## src/rtl/pppd_pkg.sv

```systemverilog
`default_nettype none
package pppd_pkg;

   localparam int BUFFER_DEPTH = 32;
   localparam int TAG_BITS     = 16;

   localparam int DEST_W   = 32;
   localparam int TAG_IO_W = 16;
   localparam int TAG_WIDE = (TAG_BITS > TAG_IO_W) ? TAG_BITS : TAG_IO_W;
   localparam int IDX_W    = $clog2(BUFFER_DEPTH);
   localparam int CNT_W    = $clog2(BUFFER_DEPTH + 1);

   // request codes
   localparam logic REQ_PARK    = 1'b0;
   localparam logic REQ_RELEASE = 1'b1;

   // result status codes
   localparam logic [1:0] ST_PARKED   = 2'd0;
   localparam logic [1:0] ST_DROPPED  = 2'd1;
   localparam logic [1:0] ST_RELEASED = 2'd2;
   localparam logic [1:0] ST_NONE     = 2'd3;

   typedef struct packed {
      logic [DEST_W-1:0]   dest;
      logic [TAG_BITS-1:0] tag;
      logic                kind;
   } entry_type;

endpackage
`default_nettype wire

```

## src/rtl/pending_packet_park_and_drain.sv

```systemverilog
// Park: result beat in the cycle after the request; one park per cycle while results go.
// Release over N stored entries: one buffer read per cycle while no held match waits on a
//   stalled result beat; S_WALK examines the entries, then S_FLUSH sends the closing beat
//   and the sequencer returns to S_IDLE, where the next request can be taken.
// Reset (synchronous, active high) empties the buffer and drops any pending result beat;
//   buffer contents are left as they are; only entries below the entry count are used.
`default_nettype none
module pending_packet_park_and_drain
   import pppd_pkg::*;
(
   input  wire logic                clock,
   input  wire logic                reset,
   // request channel
   input  wire logic                req_valid,
   output logic                     req_stall,
   input  wire logic                req_type,
   input  wire logic [DEST_W-1:0]   req_dest_addr,
   input  wire logic [TAG_IO_W-1:0] req_frame_tag,
   input  wire logic                req_frame_kind,
   // result channel
   output logic                     rsp_valid,
   input  wire logic                rsp_stall,
   output logic [1:0]               rsp_status,
   output logic [TAG_IO_W-1:0]      rsp_out_tag,
   output logic                     rsp_out_kind,
   output logic [DEST_W-1:0]        rsp_out_dest,
   output logic                     rsp_last
);

   // sequencer states
   localparam logic [1:0] S_IDLE  = 2'd0;   // waiting for a request beat
   localparam logic [1:0] S_WALK  = 2'd1;   // one entry examined per cycle unless stalled
   localparam logic [1:0] S_FLUSH = 2'd2;   // closing result of a release

   logic [1:0]        state_ff, state_in;
   logic [CNT_W-1:0]  cnt_ff, cnt_in;       // number of valid entries
   logic [CNT_W-1:0]  rd_ff, rd_in;         // walk read position
   logic [CNT_W-1:0]  wr_ff, wr_in;         // compaction write position
   logic [DEST_W-1:0] key_ff, key_in;       // release destination
   entry_type         hold_ff, hold_in;     // last match found, not yet sent
   logic              hold_vld_ff, hold_vld_in;

   // buffer memory, one write and one registered read per cycle
   entry_type         mem [BUFFER_DEPTH];
   entry_type         rdata_ff;
   logic              mem_we;
   logic [IDX_W-1:0]  mem_waddr;
   entry_type         mem_wdata;
   logic              rd_load;
   logic [IDX_W-1:0]  rd_addr;

   // output register
   logic                rsp_valid_ff, rsp_valid_in;
   logic [1:0]          status_ff, status_in;
   logic [TAG_IO_W-1:0] tag_ff, tag_in;
   logic                kind_ff, kind_in;
   logic [DEST_W-1:0]   dest_ff, dest_in;
   logic                last_ff, last_in;
   logic                out_load;
   logic                out_free;

   logic                req_fire;
   logic [CNT_W-1:0]    rd_next;
   logic                match;
   logic                step;
   logic [TAG_WIDE-1:0] tag_wide_in;
   logic [TAG_WIDE-1:0] tag_wide_out;
   entry_type           park_entry;

   // the output register can take a beat when empty or when its beat leaves now
   assign out_free  = !rsp_valid_ff || !rsp_stall;
   assign req_stall = !((state_ff == S_IDLE) && out_free);
   assign req_fire  = req_valid && !req_stall;

   // parked tag keeps its low TAG_BITS bits; result tag gives the low 16 of that
   assign tag_wide_in     = TAG_WIDE'(req_frame_tag);
   assign tag_wide_out    = TAG_WIDE'(hold_ff.tag);
   assign park_entry.dest = req_dest_addr;
   assign park_entry.tag  = tag_wide_in[TAG_BITS-1:0];
   assign park_entry.kind = req_frame_kind;

   assign rd_next = rd_ff + CNT_W'(1);
   assign match   = (rdata_ff.dest == key_ff);
   // a second match may only displace the held one once that can go out
   assign step    = (state_ff == S_WALK) && (!match || !hold_vld_ff || out_free);

   always_comb begin
      state_in    = state_ff;
      cnt_in      = cnt_ff;
      rd_in       = rd_ff;
      wr_in       = wr_ff;
      key_in      = key_ff;
      hold_in     = hold_ff;
      hold_vld_in = hold_vld_ff;
      mem_we      = 1'b0;
      mem_waddr   = wr_ff[IDX_W-1:0];
      mem_wdata   = rdata_ff;
      rd_load     = 1'b0;
      rd_addr     = rd_next[IDX_W-1:0];
      out_load    = 1'b0;
      status_in   = ST_NONE;
      tag_in      = '0;
      kind_in     = 1'b0;
      dest_in     = '0;
      last_in     = 1'b1;

      case (state_ff)
         S_IDLE: begin
            rd_addr = '0;
            if (req_fire) begin
               if (req_type == REQ_PARK) begin
                  out_load = 1'b1;
                  if (cnt_ff == CNT_W'(BUFFER_DEPTH)) begin
                     // full: drop, state untouched
                     status_in = ST_DROPPED;
                  end else begin
                     status_in = ST_PARKED;
                     mem_we    = 1'b1;
                     mem_waddr = cnt_ff[IDX_W-1:0];
                     mem_wdata = park_entry;
                     cnt_in    = cnt_ff + CNT_W'(1);
                  end
               end else begin
                  key_in      = req_dest_addr;
                  rd_in       = '0;
                  wr_in       = '0;
                  hold_vld_in = 1'b0;
                  rd_load     = 1'b1;
                  state_in    = (cnt_ff == '0) ? S_FLUSH : S_WALK;
               end
            end
         end

         S_WALK: begin
            if (step) begin
               if (match) begin
                  if (hold_vld_ff) begin
                     out_load  = 1'b1;
                     status_in = ST_RELEASED;
                     tag_in    = tag_wide_out[TAG_IO_W-1:0];
                     kind_in   = hold_ff.kind;
                     dest_in   = hold_ff.dest;
                     last_in   = 1'b0;
                  end
                  hold_in     = rdata_ff;
                  hold_vld_in = 1'b1;
               end else begin
                  // keep entry, move it down over released ones
                  mem_we = 1'b1;
                  wr_in  = wr_ff + CNT_W'(1);
               end
               rd_in   = rd_next;
               rd_load = 1'b1;
               if (rd_next == cnt_ff) begin
                  state_in = S_FLUSH;
               end
            end
         end

         S_FLUSH: begin
            if (out_free) begin
               out_load = 1'b1;
               if (hold_vld_ff) begin
                  status_in = ST_RELEASED;
                  tag_in    = tag_wide_out[TAG_IO_W-1:0];
                  kind_in   = hold_ff.kind;
                  dest_in   = hold_ff.dest;
               end else begin
                  status_in = ST_NONE;
               end
               cnt_in      = wr_ff;
               hold_vld_in = 1'b0;
               state_in    = S_IDLE;
            end
         end

         default: begin
            state_in = S_IDLE;
         end
      endcase

      if (out_load) begin
         rsp_valid_in = 1'b1;
      end else begin
         rsp_valid_in = rsp_valid_ff && rsp_stall;
      end
   end

   always_ff @(posedge clock) begin
      if (mem_we) begin
         mem[mem_waddr] <= mem_wdata;
      end
      if (rd_load) begin
         rdata_ff <= mem[rd_addr];
      end
   end

   always_ff @(posedge clock) begin
      if (reset) begin
         state_ff     <= S_IDLE;
         cnt_ff       <= '0;
         hold_vld_ff  <= 1'b0;
         rsp_valid_ff <= 1'b0;
      end else begin
         state_ff     <= state_in;
         cnt_ff       <= cnt_in;
         hold_vld_ff  <= hold_vld_in;
         rsp_valid_ff <= rsp_valid_in;
      end
   end

   // payload registers, no reset
   always_ff @(posedge clock) begin
      rd_ff   <= rd_in;
      wr_ff   <= wr_in;
      key_ff  <= key_in;
      hold_ff <= hold_in;
      if (out_load) begin
         status_ff <= status_in;
         tag_ff    <= tag_in;
         kind_ff   <= kind_in;
         dest_ff   <= dest_in;
         last_ff   <= last_in;
      end
   end

   assign rsp_valid    = rsp_valid_ff;
   assign rsp_status   = status_ff;
   assign rsp_out_tag  = tag_ff;
   assign rsp_out_kind = kind_ff;
   assign rsp_out_dest = dest_ff;
   assign rsp_last     = last_ff;

endmodule
`default_nettype wire

```

## config.mk

```make
export PLATFORM = sky130hd
export DESIGN_NAME = pending_packet_park_and_drain
export DESIGN_NICKNAME = d
export VERILOG_FILES = /design/src/rtl/pppd_pkg.sv /design/src/rtl/pending_packet_park_and_drain.sv
export SDC_FILE = /design/constraint.sdc
export NUM_CORES = 2
export LEC_CHECK = 0
export BUFFER_PORTS_ARGS = -buffer_cell sky130_fd_sc_hd__buf_4
export CORE_MARGIN = 10
export CORE_UTILIZATION = 45
export CTS_BUF_LIST = sky130_fd_sc_hd__clkbuf_8 sky130_fd_sc_hd__clkbuf_16
export DETAILED_ROUTE_END_ITERATION = 12
export PLACE_DENSITY = 0.6
export SKIP_LAST_GASP = 1
export SLEW_MARGIN = 10
export SYNTH_ARGS = -nofsm -noshare
export SYNTH_HDL_FRONTEND = slang
export SYNTH_SLANG_ARGS = --single-unit
export TNS_END_PERCENT = 1
```

## constraint.sdc

```tcl
create_clock -name clock -period 11.6 [get_ports clock]
set_input_delay 1.74 -clock clock [delete_from_list [all_inputs] [get_ports clock]]
set_output_delay 1.74 -clock clock [all_outputs]
set_load 0.005 [all_outputs]
```

==> impl_metrics.yaml <==
outcome:
  status: "completed"
cells_and_area:
  fin_nets: 3726
  layout-drive-gt1-share: 0.175
  fin_area_um2: 76400
  multi_input_comb_area_um2: 13900
  regArea_um2: 53100
  layout_common_cells: "1762 x edfxtp_1, 441 x o22ai_1, 248 x mux2i_1"
  fillers: 12080
  final_common_cell: "edfxtp_1"
  syn2layout_area_growth_pct: 12.6
worst_setup_path:
  cp_common_cell: "buf_4"
  slowest_stage: "buf_4"
  crit_path_end_kind: "flop"
  worst_ep_required_time_ps: 12110
  cp.buffers_inverters: 3
  worstSetupStartpointType: "flop"
  path_cells: "inv_1, ha_1, or2_4, buf_4, buf_4, mux4_2, mux2i_1, o22ai_1"
  r2r_slack_ps: 6560
  slowest_delay_ps: 890
  cp_data_arrival_time_ps: 5540
  crit_family: "buffers and inverters"
  crit_type: "flop to flop"
  crit_fanout: 69
logic_synthesis:
  synth_seq_cells: 1772
  synth_cell_type_count: 60
  ys.flop_type: "edfxtp_1"
  syn_avg_cell_area_um2: 19.2
  ys_async_sr_fraction: 0
  synth-warning-count: 0
  synth_nets: 3607
  synth_area_um2: 67900
  synth_seq_area_share: 0.783
  synth-edff-count: 1762
  synthCells: 3544
clocking:
  ctsResizeCount: 0
  htreeDepth: 4
  clk_path_buf_depth: 3
  cts_tree: "done"
  clkLatencyLatePin_ps: 820
  cts_buffers: 174
  postCtsSetupRepairBufs: 0
  cts.hold.buffers_added: 0
  clk_pin_slew_worst_paths_ps: 60
  cts.sinks: 1772
  cts-root-buf: "clkbuf_16"
power_and_ir_drop:
  power.density_nw_per_um2: 250
  power.leakage_uw: 0.0241
  ir_drop_uv: 176
placed_design:
  post-dp-hpwl_um: 96700
  place_area_um2: 71000
  io_buffers: 107
  place_congestion: 0.805
worst_hold_path:
  hold_class: "flop to flop"
timing:
  final.setup.tns_ps: 0
  setup_viol: 0
  maxSlewHeadroom: 0.196
  rsz0062_at_grt: "no"
  max_freq_ghz: 0.199
  clock_skew_ps: 30.8
  hold_viol: 0
  slew_violations: 0
  fin_crit_sh: 0.434
  worstMarginPinSlew_ps: 1200
  period_needed_ps: 5040
routing:
  vias_per_cell: 6.06
  drtIter0Drc: 4124
  ant_nets: 0
  routedWlPerCell_um: 30.0
  drt_pass1_iterations: 6
  drcViolationCount: 0
  via_count: 35310
  drt_wl_total_um: 175000
run:
  max_cap_violations: 0
global_routing:
  grt_pass1_wl_um: 250000
  gr-usage-all-layers: 0.205
  antenna_found_initial: 6
  grt_max_degree: 131
  grt-ovfl-total: 0
  grt_pass1_vias: 34581
floorplanning:
  rows: 142
  initial_core_util: 0.453
  die_area_um2: 167000
  die_x_um: 408
  die_y_um: 408
  io_pins: 108
  core_um2: 150000
[metrics by stage]
stage / util / power, uW / instances / setup slack (ps) / hold slack (ps)
final: 0.510 / 19100 / 5822 / 6560 / 467
after global routing: 0.510 / 19900 / 5822 / 6230 / 478
after CTS: 0.509 / 19200 / 5821 / 6460 / 462
after detailed placement: 0.474 / 13900 / 5503 / 5860 / 451
after global placement: 0.474 / 13800 / 5503 / 5850 / 456
after floorplan: - / 11900 / 3544 / 4920 / 426
[worst register-to-register path, cell delays in order, from the launching register on]
cell	delay (ps)
dfxtp_1	360
inv_1	100
ha_1	600
or2_4	820
buf_4	730
buf_4	930
mux4_2	670
mux2i_1	360
o22ai_1	150
[routing by layer]
layer / GRT usage / share of wire / vias up
met4: 0.0553 / 0.023 / 0
met5: 0 / 0 / -
li1: - / - / 14923
met1: 0.298 / 0.43 / 18619
met3: 0.0515 / 0.094 / 230
met2: 0.307 / 0.45 / 1538
[registers in the layout, summed over array words and instances, names as in the netlist, 16 cells and up]
register and count:
rsp_out_dest 32, key_ff 32, rdata_ff 49, mem 1568, hold_ff 33, tag_wide_out 16, rsp_out_tag 16
[layout make-up]
type                       instances  area share
clock inverter                   141      0.0125
tap                             2016      0.0330
multi-input combinational       1522       0.183
antenna                            1   0.0000328
clock buffer                     177      0.0580
sequential                      1772       0.695
inverter                          16    0.000884
timing repair buffer             177      0.0179
[power by group]
group / internal [uW] / total (uW) / switching (uW)
logic: 1560 / 4890 / 3320
clock network: 2990 / 5370 / 2380
registers: 8560 / 8860 / 300
total: 13100 / 19100 / 6000
[synth_stat cells (all sizes together) (3+ instances only)]
master / count / area, um2
edfxtp: 1762 / 52900
o22ai: 441 / 2760
mux2i: 248 / 2480
mux4: 196 / 4410
nand2: 177 / 664
buf: 117 / 607
clkbuf: 117 / 444
nor2: 60 / 235
a21oi: 56 / 280
and2: 53 / 332
a211oi: 52 / 390
a22o: 51 / 447
a221o: 49 / 490
xor2: 37 / 324
inv: 15 / 56.3
dfxtp: 10 / 200
ha: 9 / 113
nand3: 9 / 45.0
o21ai: 9 / 45.0
xnor2: 9 / 78.8
nor4: 8 / 50.1
or3: 7 / 43.8
o31ai: 6 / 58.8
nor3: 5 / 30.0
nand3b: 4 / 30.0
a22oi: 3 / 22.5
a31o: 3 / 26.3
or2: 3 / 18.8
[logic make-up (layout without fill, tap and decap cells)]
group                    Yosys count  after routing  synth area share
other                              0              1                 0
multiplexers                     444            444             0.102
AND/OR/NAND/NOR                  337            337            0.0226
AO/OA/AOI/OAI                    685            685            0.0689
flip-flops                      1772           1772             0.783
XOR/XNOR                          47             47           0.00627
adder cells (fa/ha/maj)            9              9           0.00166
buffers and inverters            250            511            0.0164
[worst paths after layout]
kind | cells after the start | endpoint | startpoint
max | 8 | rdata_ff[16] | state_ff[0]
min | 0 | tag_wide_out[15] | rdata_ff[16]
max reg2reg | 8 | rdata_ff[16] | state_ff[0]
min reg2reg | 0 | tag_wide_out[15] | rdata_ff[16]
No activity file was read; power rests on OpenSTA's default activity.
